### config.mk
export PLATFORM = sky130hd
export DESIGN_NAME = base64_stream_encoder
export DESIGN_NICKNAME = d
export VERILOG_FILES = /design/src/hdl/b64e_pkg.sv /design/src/hdl/b64e_front.sv /design/src/hdl/b64e_fifo.sv /design/src/hdl/b64e_back.sv /design/src/hdl/base64_stream_encoder.sv
export SDC_FILE = /design/constraint.sdc
export NUM_CORES = 1
export LEC_CHECK = 0
export ABC_AREA = 1
export BUFFER_PORTS_ARGS = -buffer_cell sky130_fd_sc_hd__buf_2
export CAP_MARGIN = 20
export CORE_MARGIN = 10
export CORE_UTILIZATION = 45
export DETAILED_ROUTE_END_ITERATION = 7
export PLACE_DENSITY = 0.68
export SYNTH_ARGS = -nofsm -noshare
export SYNTH_HDL_FRONTEND = slang
export SYNTH_SLANG_ARGS = --single-unit
### constraint.sdc
create_clock -name clk -period 7.1 [get_ports clk]
set_input_delay 1.775 -clock clk [delete_from_list [all_inputs] [get_ports clk]]
set_output_delay 1.775 -clock clk [all_outputs]
set_load 0.01 [all_outputs]
### src/hdl/b64e_pkg.sv
// Package with the shared types, constants and alphabet lookup of the base64 stream encoder.
`timescale 1ns / 1ps

package b64e_pkg;

    localparam int LINE_CHARS = 64;
    localparam int COL_W = $clog2(LINE_CHARS);
    localparam logic [COL_W:0] LINE_END = (COL_W + 1)'(LINE_CHARS);

    localparam int FIFO_DEPTH = 2;
    localparam int FIFO_PTR_W = $clog2(FIFO_DEPTH);
    localparam int FIFO_CNT_W = $clog2(FIFO_DEPTH + 1);

    localparam logic [7:0] NL_CHAR = 8'd10;
    localparam logic [7:0] PAD_CHAR = 8'd61;

    localparam logic [1:0] HELD_NONE = 2'd0;
    localparam logic [1:0] HELD_ONE = 2'd1;
    localparam logic [1:0] HELD_TWO = 2'd2;

    localparam logic [2:0] SLOT_C0 = 3'd0;
    localparam logic [2:0] SLOT_C1 = 3'd1;
    localparam logic [2:0] SLOT_C2 = 3'd2;
    localparam logic [2:0] SLOT_C3 = 3'd3;
    localparam logic [2:0] SLOT_DONE = 3'd4;

    typedef struct packed {
        logic [7:0] b0;
        logic [7:0] b1;
        logic [7:0] b2;
        logic [1:0] nbytes;
        logic       last;
    } group_t;

    function automatic logic [7:0] b64_char(input logic [5:0] v);
        logic [7:0] c;
        priority if (v < 6'd26)
            c = 8'd65 + {2'b00, v};
        else if (v < 6'd52)
            c = 8'd71 + {2'b00, v};
        else if (v < 6'd62)
            c = {2'b00, v} - 8'd4;
        else if (v == 6'd62)
            c = 8'd43;
        else
            c = 8'd47;
        return c;
    endfunction

endpackage

### src/hdl/b64e_front.sv
// Front end: accepts bytes, holds a partial group and pushes complete or final groups.
`timescale 1ns / 1ps

module b64e_front
(
    input  logic             clk,
    input  logic             rst_n,
    input  logic             s_axis_tvalid,
    output logic             s_axis_tready,
    input  logic [7:0]       s_axis_tdata,  // data_byte
    input  logic             s_axis_tlast,
    output b64e_pkg::group_t grp,
    output logic             grp_push,
    input  logic             q_full
);
    import b64e_pkg::*;

    logic [7:0] held0_reg;
    logic [7:0] held1_reg;
    logic [1:0] cnt_reg;
    logic [1:0] cnt_next;
    logic       accept;
    logic       complete;

    assign s_axis_tready = !q_full;
    assign accept = s_axis_tvalid && s_axis_tready;
    assign complete = (cnt_reg == HELD_TWO) || s_axis_tlast;
    assign grp_push = accept && complete;

    always_comb
    begin
        grp.last = s_axis_tlast;
        grp.nbytes = cnt_reg + 2'd1;
        unique case (cnt_reg)
            HELD_NONE:
            begin
                grp.b0 = s_axis_tdata;
                grp.b1 = 8'd0;
                grp.b2 = 8'd0;
            end
            HELD_ONE:
            begin
                grp.b0 = held0_reg;
                grp.b1 = s_axis_tdata;
                grp.b2 = 8'd0;
            end
            HELD_TWO:
            begin
                grp.b0 = held0_reg;
                grp.b1 = held1_reg;
                grp.b2 = s_axis_tdata;
            end
            default:
            begin
                grp.b0 = 8'd0;
                grp.b1 = 8'd0;
                grp.b2 = 8'd0;
            end
        endcase
    end

    always_comb
    begin
        cnt_next = cnt_reg;
        if (accept)
        begin
            if (complete)
                cnt_next = HELD_NONE;
            else
                cnt_next = cnt_reg + 2'd1;
        end
    end

    always_ff @(posedge clk or negedge rst_n)
    begin
        if (!rst_n)
            cnt_reg <= HELD_NONE;
        else
            cnt_reg <= cnt_next;
    end

    always_ff @(posedge clk)
    begin
        if (accept && !complete)
        begin
            if (cnt_reg == HELD_NONE)
                held0_reg <= s_axis_tdata;
            else
                held1_reg <= s_axis_tdata;
        end
    end

endmodule

### src/hdl/b64e_fifo.sv
// Short queue of byte groups between the front end and the character sequencer.
`timescale 1ns / 1ps

module b64e_fifo
(
    input  logic             clk,
    input  logic             rst_n,
    input  logic             wr_en,
    input  b64e_pkg::group_t wr_data,
    output logic             full,
    input  logic             rd_en,
    output b64e_pkg::group_t rd_data,
    output logic             not_empty
);
    import b64e_pkg::*;

    group_t                  mem_reg [FIFO_DEPTH];
    logic [FIFO_PTR_W-1:0]   wr_ptr_reg;
    logic [FIFO_PTR_W-1:0]   wr_ptr_next;
    logic [FIFO_PTR_W-1:0]   rd_ptr_reg;
    logic [FIFO_PTR_W-1:0]   rd_ptr_next;
    logic [FIFO_CNT_W-1:0]   cnt_reg;
    logic [FIFO_CNT_W-1:0]   cnt_next;
    logic                    do_wr;
    logic                    do_rd;

    assign full = (cnt_reg == FIFO_CNT_W'(FIFO_DEPTH));
    assign not_empty = (cnt_reg != '0);
    assign do_wr = wr_en && !full;
    assign do_rd = rd_en && not_empty;
    assign rd_data = mem_reg[rd_ptr_reg];

    always_comb
    begin
        wr_ptr_next = wr_ptr_reg;
        rd_ptr_next = rd_ptr_reg;
        cnt_next = cnt_reg;
        if (do_wr)
        begin
            if (wr_ptr_reg == FIFO_PTR_W'(FIFO_DEPTH - 1))
                wr_ptr_next = '0;
            else
                wr_ptr_next = wr_ptr_reg + 1'b1;
        end
        if (do_rd)
        begin
            if (rd_ptr_reg == FIFO_PTR_W'(FIFO_DEPTH - 1))
                rd_ptr_next = '0;
            else
                rd_ptr_next = rd_ptr_reg + 1'b1;
        end
        if (do_wr && !do_rd)
            cnt_next = cnt_reg + 1'b1;
        else if (do_rd && !do_wr)
            cnt_next = cnt_reg - 1'b1;
    end

    always_ff @(posedge clk or negedge rst_n)
    begin
        if (!rst_n)
        begin
            wr_ptr_reg <= '0;
            rd_ptr_reg <= '0;
            cnt_reg <= '0;
        end
        else
        begin
            wr_ptr_reg <= wr_ptr_next;
            rd_ptr_reg <= rd_ptr_next;
            cnt_reg <= cnt_next;
        end
    end

    always_ff @(posedge clk)
    begin
        if (do_wr)
            mem_reg[wr_ptr_reg] <= wr_data;
    end

endmodule

### src/hdl/b64e_back.sv
// Back end: turns one group into characters, wrap newlines and the closing newline.
`timescale 1ns / 1ps

module b64e_back
(
    input  logic             clk,
    input  logic             rst_n,
    input  b64e_pkg::group_t q_data,
    input  logic             q_avail,
    output logic             q_pop,
    output logic             m_axis_tvalid,
    input  logic             m_axis_tready,
    output logic [7:0]       m_axis_tdata,  // out_char
    output logic             m_axis_tlast
);
    import b64e_pkg::*;

    group_t           grp_reg;
    logic             grp_valid_reg;
    logic             grp_valid_next;
    logic [2:0]       slot_reg;
    logic [2:0]       slot_next;
    logic             nl_reg;
    logic             nl_next;
    logic             nl_end_reg;
    logic             nl_end_next;
    logic [COL_W-1:0] col_reg;
    logic [COL_W-1:0] col_next;
    logic             out_valid_reg;
    logic             out_valid_next;
    logic [7:0]       out_char_reg;
    logic [7:0]       out_char_next;
    logic             out_end_reg;
    logic             out_end_next;

    logic             step;
    logic             finish;
    logic [COL_W:0]   col_inc;
    logic             wrap;
    logic [5:0]       sextet;
    logic             use_pad;

    assign m_axis_tvalid = out_valid_reg;
    assign m_axis_tdata = out_char_reg;
    assign m_axis_tlast = out_end_reg;

    assign step = grp_valid_reg && (!out_valid_reg || m_axis_tready);
    assign col_inc = {1'b0, col_reg} + 1'b1;
    assign wrap = (col_inc == LINE_END);

    always_comb
    begin
        unique case (slot_reg)
            SLOT_C0:
            begin
                sextet = grp_reg.b0[7:2];
                use_pad = 1'b0;
            end
            SLOT_C1:
            begin
                sextet = {grp_reg.b0[1:0], grp_reg.b1[7:4]};
                use_pad = 1'b0;
            end
            SLOT_C2:
            begin
                sextet = {grp_reg.b1[3:0], grp_reg.b2[7:6]};
                use_pad = (grp_reg.nbytes == 2'd1);
            end
            SLOT_C3:
            begin
                sextet = grp_reg.b2[5:0];
                use_pad = (grp_reg.nbytes != 2'd3);
            end
            default:
            begin
                sextet = 6'd0;
                use_pad = 1'b0;
            end
        endcase
    end

    always_comb
    begin
        slot_next = slot_reg;
        nl_next = nl_reg;
        nl_end_next = nl_end_reg;
        col_next = col_reg;
        finish = 1'b0;
        out_char_next = out_char_reg;
        out_end_next = out_end_reg;
        out_valid_next = out_valid_reg;
        if (out_valid_reg && m_axis_tready)
            out_valid_next = 1'b0;
        if (step)
        begin
            out_valid_next = 1'b1;
            if (nl_reg)
            begin
                out_char_next = NL_CHAR;
                out_end_next = nl_end_reg;
                col_next = '0;
                nl_next = 1'b0;
                finish = (slot_reg == SLOT_DONE);
            end
            else
            begin
                out_char_next = use_pad ? PAD_CHAR : b64_char(sextet);
                out_end_next = 1'b0;
                col_next = wrap ? '0 : col_inc[COL_W-1:0];
                slot_next = slot_reg + 3'd1;
                // The final group always closes with one newline, wrap or not.
                if (slot_reg == SLOT_C3)
                begin
                    nl_next = wrap || grp_reg.last;
                    nl_end_next = grp_reg.last;
                    finish = !(wrap || grp_reg.last);
                end
                else
                begin
                    nl_next = wrap;
                    nl_end_next = 1'b0;
                end
            end
        end
        q_pop = q_avail && (!grp_valid_reg || finish);
        grp_valid_next = q_pop ? 1'b1 : (finish ? 1'b0 : grp_valid_reg);
        if (q_pop)
        begin
            slot_next = SLOT_C0;
            nl_next = 1'b0;
        end
    end

    always_ff @(posedge clk or negedge rst_n)
    begin
        if (!rst_n)
        begin
            grp_valid_reg <= 1'b0;
            slot_reg <= SLOT_C0;
            nl_reg <= 1'b0;
            nl_end_reg <= 1'b0;
            col_reg <= '0;
            out_valid_reg <= 1'b0;
        end
        else
        begin
            grp_valid_reg <= grp_valid_next;
            slot_reg <= slot_next;
            nl_reg <= nl_next;
            nl_end_reg <= nl_end_next;
            col_reg <= col_next;
            out_valid_reg <= out_valid_next;
        end
    end

    always_ff @(posedge clk)
    begin
        if (q_pop)
            grp_reg <= q_data;
        out_char_reg <= out_char_next;
        out_end_reg <= out_end_next;
    end

endmodule

### src/hdl/base64_stream_encoder.sv
// Top level of the line-wrapped base64 stream encoder.
// A group's first character passes through the group queue, the group register and out_char_reg.
// Throughput: one byte per cycle in while the queue is not full, one character per cycle out
// while m_axis_tready is high; each group gives four characters and at most one newline.
// Reset empties the partial group, clears the line column, the group queue and the output valid.
`timescale 1ns / 1ps

module base64_stream_encoder
(
    input  logic       clk,
    input  logic       rst_n,
    input  logic       s_axis_tvalid,
    output logic       s_axis_tready,
    input  logic [7:0] s_axis_tdata,  // data_byte
    input  logic       s_axis_tlast,
    output logic       m_axis_tvalid,
    input  logic       m_axis_tready,
    output logic [7:0] m_axis_tdata,  // out_char
    output logic       m_axis_tlast
);
    import b64e_pkg::*;

    group_t push_grp;
    group_t pop_grp;
    logic   push;
    logic   q_full;
    logic   q_avail;
    logic   pop;

    b64e_front u_front
    (
        .clk           (clk),
        .rst_n         (rst_n),
        .s_axis_tvalid (s_axis_tvalid),
        .s_axis_tready (s_axis_tready),
        .s_axis_tdata  (s_axis_tdata),
        .s_axis_tlast  (s_axis_tlast),
        .grp           (push_grp),
        .grp_push      (push),
        .q_full        (q_full)
    );

    b64e_fifo u_fifo
    (
        .clk       (clk),
        .rst_n     (rst_n),
        .wr_en     (push),
        .wr_data   (push_grp),
        .full      (q_full),
        .rd_en     (pop),
        .rd_data   (pop_grp),
        .not_empty (q_avail)
    );

    b64e_back u_back
    (
        .clk           (clk),
        .rst_n         (rst_n),
        .q_data        (pop_grp),
        .q_avail       (q_avail),
        .q_pop         (pop),
        .m_axis_tvalid (m_axis_tvalid),
        .m_axis_tready (m_axis_tready),
        .m_axis_tdata  (m_axis_tdata),
        .m_axis_tlast  (m_axis_tlast)
    );

endmodule

Word-level counts from Yosys, hierarchy flattened --
Memory sizes are Yosys's and may differ from the RTL's. A register that Yosys moved wholly into a read port is not among the register bits. Cells that the tools add are included. Widths: inputs -> output; s select.
Operators by class: muxes and demuxes 32, shifts and indexed selects 0, magnitude comparators 3, multipliers 0, div/mod/pow operators 0, reductions and logical operators 33, equal/unequal tests 12, add/subtract/negate cells 10, bitwise operators 2
Operators with widths (count):
- $pmux 24 s3 | 1
- $mux 8 | 3
- $pmux 6 s4 | 1
- $mux 6 | 3
- $add 7x6->8 const A | 2
- $mux 1 | 16
- $lt 6x6->1 const B | 2
- $mux 3 | 4
- $logic_and 1x1->1 | 10
- $reduce_bool 2->1 | 5
- $reduce_and 2->1 | 4
- $add 6x1->7 const B | 1
- $eq 7x7->1 const B | 1
- $logic_not 1->1 | 7
- $sub 6x3->7 const B | 1
- $eq 3x2->1 const B | 2
- $eq 6x6->1 const B | 1
- $lt 6x5->1 const B | 1
- $mux 2 | 3
- $add 2x1->2 const B | 2
- $eq 2x1->1 const B | 2
- $eq 2x2->1 const B | 2
- $logic_or 1x1->1 | 4
- $ne 2x2->1 const B | 2
- other kinds (10) | 12
Word-level totals: bits in latches 0, output and inout bits 11, memories 1, memory bits (read-only) 0, input bits 13, bits in writable memories 54, logic and storage cells 108, register bits 44
Memories:
- u_fifo.mem_reg | words 2, width 27, read ports 1, clocked after memory_dff 1, wr ports 1, line b64e_fifo.sv:17 | group_t mem_reg [FIFO_DEPTH];

Logic depth before layout (Yosys ltp) --
Gate-level depths: netlist of the first run.
depth after elaboration 13, depth in mapped cells 17, gate-level depth less buffers 15

Modules after synthesis --
From an unflattened synthesis of the first run, not the netlist that was laid out.
Unflattened totals: cell total of the unflattened synthesis 571, area total of the unflattened synthesis 6047.0 µm²
Modules (own cells, without submodules):
- b64e_back | instances 1, sequential area each 1406.3 µm², cells each 261, area an instance 2683.8 µm²
- b64e_fifo | instances 1, sequential area each 1721.7 µm², cells each 172, area an instance 2245.9 µm²
- b64e_front | instances 1, sequential area each 530.5 µm², cells each 138, area an instance 1117.3 µm²

Least setup slack after synthesis of the first run --
No wires, ideal clock.
kind input to register, start point in s_axis_tvalid, end point mem u_fifo.mem_reg[1][0] (netlist bit), enable pin, setup slack 3.441 ns, path buffers 0, required time 6.689 ns, library setup time 0.411 ns, arrival time 3.248 ns, cell stages on the path 4, cell sequence nand2_1 > nor2_1 > inv_1 > nor2_1
Between the ends: longest elaborated chain between the ends 5
RTL lines:
- start: declaration | line base64_stream_encoder.sv:12 | input logic s_axis_tvalid,
- $logic_and 1x1->1 | line b64e_front.sv:26 | assign accept = s_axis_tvalid && s_axis_tready;
- $logic_and 1x1->1 | line b64e_front.sv:28 | assign grp_push = accept && complete;
- $logic_and 1x1->1 | line b64e_fifo.sv:29 | assign do_wr = wr_en && !full;
- net u_fifo.do_wr | line b64e_fifo.sv:24 | logic do_wr;
- $mux 1 | line b64e_fifo.sv:76 | if (do_wr)
- $mux 1 (implied by the code) | line b64e_fifo.sv:77 | mem_reg[wr_ptr_reg] <= wr_data;
- end: declaration | line b64e_fifo.sv:17
The timed path passes the listed nets, and every way through them passes these cells.

Worst setup path in the final report of the first run --
start point in s_axis_tlast, end point mem u_fifo.mem_reg[0][8] (netlist bit), enable pin
Between the ends: longest elaborated chain between the ends 5
RTL lines:
- start: declaration | line base64_stream_encoder.sv:15 | input logic s_axis_tlast,
- $logic_or 1x1->1 | line b64e_front.sv:27 | assign complete = (cnt_reg == HELD_TWO) || s_axis_tlast;
- $logic_and 1x1->1 | line b64e_front.sv:28
- $logic_and 1x1->1 | line b64e_fifo.sv:29
- net u_fifo.do_wr | line b64e_fifo.sv:24
- $mux 1 | line b64e_fifo.sv:76
- $mux 1 (implied by the code) | line b64e_fifo.sv:77
The timed path passes the listed nets, and every way through them passes these cells.

==> metrics, run 1 <==
Critical R2R Launch=u_front.cnt_reg[0]; Leak=2.80 nW; Clock Sinks=~130; Setup TNS Final=0 ns; kind of critical path=input port to flop; DR pass1 iterations=4; Yosys Warn Count=0; row count=41; Final period util=around 45%; TritonCTS clock tree=done; area grow syn2layout=14.1%; total core area=between 10000 and 15000 µm²; outcome=finished clean; fill cell count=around 1.1k; CTS hold repair buffers=0; Max transition margin=between 30% and 40%; number of remaining DRC errors=0; Worst-Skew Late Latency=between 0.4 and 0.5 ns; clock buffer depth=2; largest net degree at the start of global routing=31; Ports=24; GR Overflow Total=0; Via density=between 4 and 5; FF/Latch Area=3660 µm²; critical hold path startpoint=u_back.nl_end_reg; # port buffers=23; crit path from=s_axis_tlast; Hold Crit Endpoint=u_back.nl_end_reg; min Tclk post-route=between 3 and 4 ns; Post-Syn Instances=approximately 540; prevailing post-synth register cell=edfxtp_1; top post-synthesis cells by area=edfxtp_1, nand2_1, dfrtp_1; antenna cells=0; final WL=~10000 µm; initial core utilization=between 40% and 50%; Worst Path Required=slightly above 7 ns; Slew Limit Fails=0; postcts setup bufs=0; post-cts resize count=0; Multi-input gate area=1770 µm²; max FFs per register=54; Yosys top cell by area=edfxtp_1; GP Congestion=slightly above 0.8; Final ANT Viol Nets=0; initial detailed-routing violation count=roughly 220; Mean Syn Cell Area=10.7 µm²; # setup viols final=0; f_max=316 MHz; Max FO, Critical Path=14; worst hold margin=roughly 0.51 ns; reg2reg path depth=7; first-pass GRT wire length=around 17000 µm; Slew @ Worst Pin=roughly 0.9 ns; Synth Register Bits=roughly 130; area share of the largest cell type after synthesis=between 50 and 60%; Clock Tree Root=clkbuf_16; die area=~18000 µm²; CTS Buf Count=17; Arrival @ worst endpoint=roughly 3.3 ns; initial antenna violation count=0; Final Hold Fails=0; Clock Skews=between 0.008 and 0.009 ns; number of distinct library cells after synthesis=36; Hold WC Path Type=flop to flop; number of global-route vias before repair=3571; Net count, final=between 500 and 600; Worst Setup Start Kind=input port; number of synthesized flops with an enable pin=106; VDD IR max=276 µV; PD cells=about 470 nW/µm²; Setup crit end kind=flop; Mapped Nets=between 500 and 600; DR WL/cell=about 13 µm; register clock-pin slew on the reported worst setup and hold paths=about 0.050 ns; post-synthesis sequential area ratio=64.0%; H-tree Lvls=4; Worst R2R Setup Slack=between 4 and 5 ns; RSZ-0062 raised after global routing=false; number of max-capacitance violations reported=0; die height=between 100 and 150 µm; via count=~3.6k; DP Wirelength=7120 µm; fraction of registers with async set/reset=about 15%; hold path depth=2; layout cells sized above 1=about 16%; synthesized area=approximately 5700 µm²; overall routing resource usage=a little under an eighth; worst reg2reg endpoint=u_fifo.mem_reg[0][8]; DIE WIDTH=~130 µm
## stage by stage
step	worst slack, ns	utilization [%]	instances	cell area (µm²)	power, mW
3_3_place_gp	3.59	47.8	717	5990	2.28
5_1_grt	3.79	52.1	749	6520	3.28
2_1_floorplan	3.44	-	535	5710	2.05
3_5_place_dp	3.50	47.8	717	5990	2.30
6_report	3.93	52.1	749	6520	3.06
4_1_cts	3.90	52.1	749	6520	3.08
## cell usage after synthesis (2+ instances only)
cell type / instances
xor2_1: 8
nand2_2: 3
edfxtp_1: 106
dfrtp_1: 19
inv_1: 46
nand4_1: 4
a21oi_1: 15
clkbuf_1: 8
nand2_1: 189
buf_2: 2
nor2_4: 3
xnor2_1: 4
a21oi_2: 3
inv_2: 8
a22o_1: 2
nand3_1: 29
nor3_1: 3
o21ai_0: 16
nand2_4: 3
ha_1: 17
buf_1: 2
buf_6: 2
nor2_1: 21
o21ai_1: 2
nor2_2: 4
nand3_2: 6
## critical path: stages
cell,delay (ns)
buf_2,0.10
nor2_1,0.06
nor2_1,0.30
inv_1,0.12
nor2_2,0.56
buf_4,0.35
## layout by cell type, fill, tap and decap left out, drive strengths merged
master	Yosys	final
or2	2	2
a21oi	19	19
clkinvlp	0	5
o311ai	1	1
nand4	5	5
xor2	8	8
ha	17	17
o21ai	19	19
nor3	3	3
inv	55	55
nand3	35	35
a32o	1	1
clkbuf	8	19
edfxtp	106	106
clkinv	0	7
dfrtp	19	19
bufinv	0	1
nand2	195	195
a22o	2	2
nor2	29	29
xnor2	4	4
buf	7	25
## cell families (layout without fill, tap and decap cells)
kind of cell,count (synthesis),after routing,synth area share [%]
simple gates,269,269,21.0
flops,125,125,64.0
buf+inv,70,112,5.01
compound gates,42,42,4.42
fa+ha+maj,17,17,3.72
xor+xnor,12,12,1.84
## routing by layer
metal  wire length (µm)  vias to the layer above  global-route usage (%)
met5                  0                        -                       0
met4                204                        0                    6.11
met3                469                       14                    4.01
met2               4850                       81                    19.0
met1               4370                     1659                    13.6
li1                   -                     1827                       -
## final cells by class
cell class / count / share of cell area, %
clock inverter: 13 / 1.55
inverter: 55 / 3.20
tap: 172 / 3.30
timing repair buffer: 25 / 2.00
multi-input combinational: 340 / 27.2
sequential: 125 / 56.1
clock buffer: 19 / 6.64
## worst max path at each step
stage                                       end  slack (ns)  cells past startpoint
final                      u_fifo.mem_reg[0][8]        3.93                      6
after CTS                  u_fifo.mem_reg[0][8]        3.90                      6
after global routing      u_fifo.mem_reg[0][19]        3.79                      6
after global placement     u_fifo.mem_reg[0][6]        3.59                      6
after floorplan            u_fifo.mem_reg[1][0]        3.44                      4
after detailed placement   u_fifo.mem_reg[0][8]        3.50                      6
## where the power goes
group	internal, mW	total [mW]	switching, mW	leakage (nW)
combinational	0.369	1.10	0.729	1.33
sequential	1.09	1.19	0.100	1.22
clock	0.474	0.772	0.299	0.252
total	1.93	3.06	1.13	2.80
Power figures use the tool's default switching activity.
==> run 2: changes to the inputs <==
clock period = 3.2 ns   (was 7.1 ns; I/O delays follow)
==> metrics, run 2 (same netlist as run 1, synthesis figures left out) <==
DIE WIDTH=~130 µm; Clock Tree Root=clkbuf_16; Max transition margin=54.5%; Slew @ Worst Pin=0.680 ns; area grow syn2layout=15.3%; post-cts resize count=0; Setup TNS Final=0 ns; Worst Setup Start Kind=flop; PD cells=1060 nW/µm²; largest net degree at the start of global routing=31; Final ANT Viol Nets=0; Clock Skews=0.00641 ns; clock buffer depth=2; worst hold margin=roughly 0.32 ns; Worst Path Required=about 3.4 ns; antenna cells=0; # port buffers=23; Worst-Skew Late Latency=approximately 0.42 ns; Leak=roughly 2.8 nW; DP Wirelength=7080 µm; post-route cell area=6590 µm²; DR WL/cell=around 14 µm; overall routing resource usage=between 10% and 20%; Cell Area, Placed=approximately 6000 µm²; initial detailed-routing violation count=226; DR pass1 iterations=5; fill cell count=about 1.1k; Ports=24; Hold WC Path Type=input port to asynchronous set/reset pin; Setup crit end kind=flop; kind of critical path=flop to flop; TritonCTS clock tree=done; H-tree Lvls=4; via count=3527; FF/Latch Area=between 3000 and 4000 µm²; die height=approximately 130 µm; Final period util=roughly four fifths; initial core utilization=a little under half; layout cells sized above 1=16.8%; number of global-route vias before repair=3572; total power=6.99 mW; Clock Sinks=about 130; outcome=finished clean; first-pass GRT wire length=around 17000 µm; die area=17600 µm²; number of max-capacitance violations reported=0; leading cell type in the layout, fill and taps excluded=nand2_1; VDD IR max=around 640 µV; Multi-input gate area=about 1800 µm²; min Tclk post-route=about 2.5 ns; final WL=roughly 10000 µm; Via density=4.70; Final Hold Fails=0; postcts setup bufs=0; Net count, final=slightly below 600; number of remaining DRC errors=0; commonest non-fill, non-tap cells in the layout=nand2_1, edfxtp_1, inv_1; # setup viols final=0; row count=41; RSZ-0062 raised after global routing=false; f_max=about 400 MHz; CTS Buf Count=17; CTS hold repair buffers=0; Max FO, Critical Path=20; total core area=approximately 13000 µm²; max FFs per register=54; register clock-pin slew on the reported worst setup and hold paths=roughly 0.06 ns; initial antenna violation count=0; Util after Layout=a little over half; GR Overflow Total=0; GP Congestion=approximately 0.78; Slew Limit Fails=0; Arrival @ worst endpoint=approximately 2.7 ns
==> run 2: changes by cell type in the layout (fill, tap and decap cells not counted), moves of 2 or more <==
cell and change:
inv_6 +3, clkbuf_1 -2, clkinv_2 -4, clkinv_4 +3, buf_4 +2
==> run 2: per-stage QoR <==
stage	instances	setup WS, ns
2_1_floorplan	535	0.516
3_3_place_gp	719	0.765
4_1_cts	751	0.668
6_report	751	0.675
5_1_grt	751	0.369
3_5_place_dp	719	0.672
==> run 2: cell type report <==
type,count,area share (%)
clock buffer,17,6.45
clock inverter,15,2.49
inverter,55,3.17
multi-input combinational,340,26.9
sequential,125,55.5
tap,172,3.26
timing repair buffer,27,2.20
==> run 2: critical path: stages (launching register included) <==
cell and delay, ns:
dfrtp_1 0.40, inv_2 0.26, ha_1 0.36, nand2_1 0.10
nand2_1 0.12, nor2_4 0.08, inv_2 0.07, ha_1 0.26
inv_1 0.08, nor2_1 0.14, nand2_1 0.09, a21oi_2 0.13
nand3_1 0.08, nand2_1 0.06, inv_1 0.04
==> run 2: where the power goes <==
group	total, mW	internal, mW	switching (mW)
combinational	2.52	0.831	1.69
sequential	2.58	2.41	0.169
clock	1.89	1.16	0.737
==> run 2: path summary, 6_finish.rpt <==
path / startpoint / to / slack [ns] / cells after the start
worst min-delay path: rst_n / u_front.cnt_reg[1] / 0.32 / 1
worst max-delay path: u_back.slot_reg[2] / u_back.m_axis_tdata[4] / 0.67 / 14
max in group asynchronous: rst_n / u_back.col_reg[3] / 2.57 / 1
worst max register to register: u_back.slot_reg[2] / u_back.m_axis_tdata[4] / 0.67 / 14
worst min register to register: u_fifo.cnt_reg[0] / u_fifo.cnt_reg[0] / 0.49 / 1
min in group clk: u_fifo.cnt_reg[0] / u_fifo.cnt_reg[0] / 0.49 / 1
==> run 2: layer usage <==
| metal | global-route usage, % | up-vias | share of wire (%) |
|---|---|---|---|
| met5 | 0 | - | 0 |
| met4 | 5.50 | 0 | 2.0 |
| li1 | - | 1839 | - |
| met2 | 20.3 | 62 | 49 |
| met1 | 13.5 | 1608 | 44 |
| met3 | 5.15 | 18 | 4.4 |
==> run 3: changes to the inputs <==
PLACE_DENSITY = 0.71   (was 0.68)
clock period = 2.2 ns   (was 3.2 ns; I/O delays follow)
==> metrics, run 3 (same netlist as run 1, synthesis figures left out) <==
outcome=finished clean; commonest non-fill, non-tap cells in the layout=nand2_1, edfxtp_1, inv_1; Clock Skews=around 0.0066 ns; Placed Instances=roughly 750; reg2reg path depth=13; register clock-pin slew on the reported worst setup and hold paths=about 0.06 ns; Post-Layout Cell Count=784; H-tree Lvls=4; Worst Setup Start Kind=flop; Worst Path Required=2.38 ns; # port buffers=23; number of remaining DRC errors=0; Worst-Skew Late Latency=between 0.4 and 0.5 ns; Slew Limit Fails=0; GP Congestion=0.839; first-pass GRT wire length=18000 µm; initial detailed-routing violation count=about 250; # setup viols final=0; max FFs per register=54; f_max=between 400 and 500 MHz; antenna cells=0; worst hold margin=approximately 0.081 ns; total core area=between 10000 and 15000 µm²; CTS hold repair buffers=0; Setup crit end kind=flop; Critical R2R Launch=u_back.slot_reg[0]; area grow syn2layout=23.5%; initial antenna violation count=0; Clock Tree Root=clkbuf_16; GR Overflow Total=0; VDD IR max=just over 700 µV; FF/Latch Area=3660 µm²; Multi-input gate area=1940 µm²; number of global-route vias before repair=3783; final WL=10600 µm; worst reg2reg endpoint=u_back.m_axis_tdata[4]; min Tclk post-route=between 2 and 2.5 ns; largest net degree at the start of global routing=31; Max transition margin=roughly two thirds; die height=133 µm; Final period util=a little over nine tenths; DP Wirelength=~7300 µm; Max FO, Critical Path=8; clock buffer depth=2; Arrival @ worst endpoint=between 2 and 2.5 ns; Setup TNS Final=0 ns; Final ANT Viol Nets=0; Leak=3.01 nW; Via density=~4.7; Slew @ Worst Pin=roughly 0.50 ns; fill cell count=1080; DIE WIDTH=133 µm; total power=approximately 11 mW; leading cell type in the layout, fill and taps excluded=nand2_1; Clock Sinks=125; row count=41; CTS Buf Count=17; die area=roughly 18000 µm²; Final Hold Fails=0; Worst R2R Setup Slack=approximately 0.029 ns; number of max-capacitance violations reported=0; Hold WC Path Type=input port to asynchronous set/reset pin; crit path from=u_back.slot_reg[0]; DR WL/cell=13.5 µm; initial core utilization=a little under half; PD cells=around 1600 nW/µm²; Cell Area, Placed=between 6000 and 7000 µm²; crit path to=u_back.m_axis_tdata[4]; Net count, final=629; final setup margin=between 0.02 and 0.03 ns; RSZ-0062 raised after global routing=true; TritonCTS clock tree=done; post-route cell area=7060 µm²; kind of critical path=flop to flop; via count=around 3.7k; layout cells sized above 1=between 20% and 30%; DP Worst Slack=-0.110 ns; Ports=24; DR pass1 iterations=4; Util after Layout=roughly 56%; overall routing resource usage=between 10% and 20%
## run 3: repair_timing
item / CTS / global route
gates resized for setup: 6 / 32
gates cloned: 0 / 1
buffers inserted: 0 / 5
pin swaps: 1 / 10
setup endpoints to repair: 7 / 9
## run 3: worst min path at each step
stage / start / end / slack [ns] / cells past startpoint
6_report: rst_n / u_front.cnt_reg[0] / 0.08 / 1
5_1_grt: rst_n / u_fifo.wr_ptr_reg / 0.11 / 1
3_5_place_dp: u_back.nl_end_reg / u_back.nl_end_reg / 0.49 / 2
4_1_cts: rst_n / u_fifo.wr_ptr_reg / 0.09 / 1
3_3_place_gp: u_back.nl_end_reg / u_back.nl_end_reg / 0.47 / 2
2_1_floorplan: rst_n / u_back.col_reg[0] / 0.25 / 0
## run 3: critical path: stages, from the launching register on
cell,delay [ns]
dfrtp_2,0.47
ha_4,0.19
ha_4,0.19
nand2_2,0.06
nand2_2,0.06
nor2_4,0.18
inv_2,0.08
ha_4,0.18
a21oi_4,0.20
nand2_4,0.10
nand3_2,0.08
nand3_2,0.05
nand2_1,0.06
inv_1,0.03
## run 3: area by class of cell
class,count,share of cell area [%]
Timing Repair Buffer,59,6.05
Inverter,55,3.03
Clock inverter,13,2.34
Tap cell,172,3.05
Multi-Input combinational cell,341,27.5
Sequential cell,125,51.9
Clock buffer,19,6.13
## run 3: routing by layer
metal,global-route usage (%),up-vias,routed length [µm]
met5,0,-,0
li1,-,1897,-
met2,21.9,62,5450
met3,3.90,16,378
met4,5.81,0,163
met1,13.9,1748,4560
## run 3: power by group
group / switching (mW) / internal, mW / total [mW]
sequential: 0.262 / 3.51 / 3.77
clock: 1.01 / 1.79 / 2.79
combinational: 2.77 / 1.78 / 4.55
total: 4.04 / 7.08 / 11.1
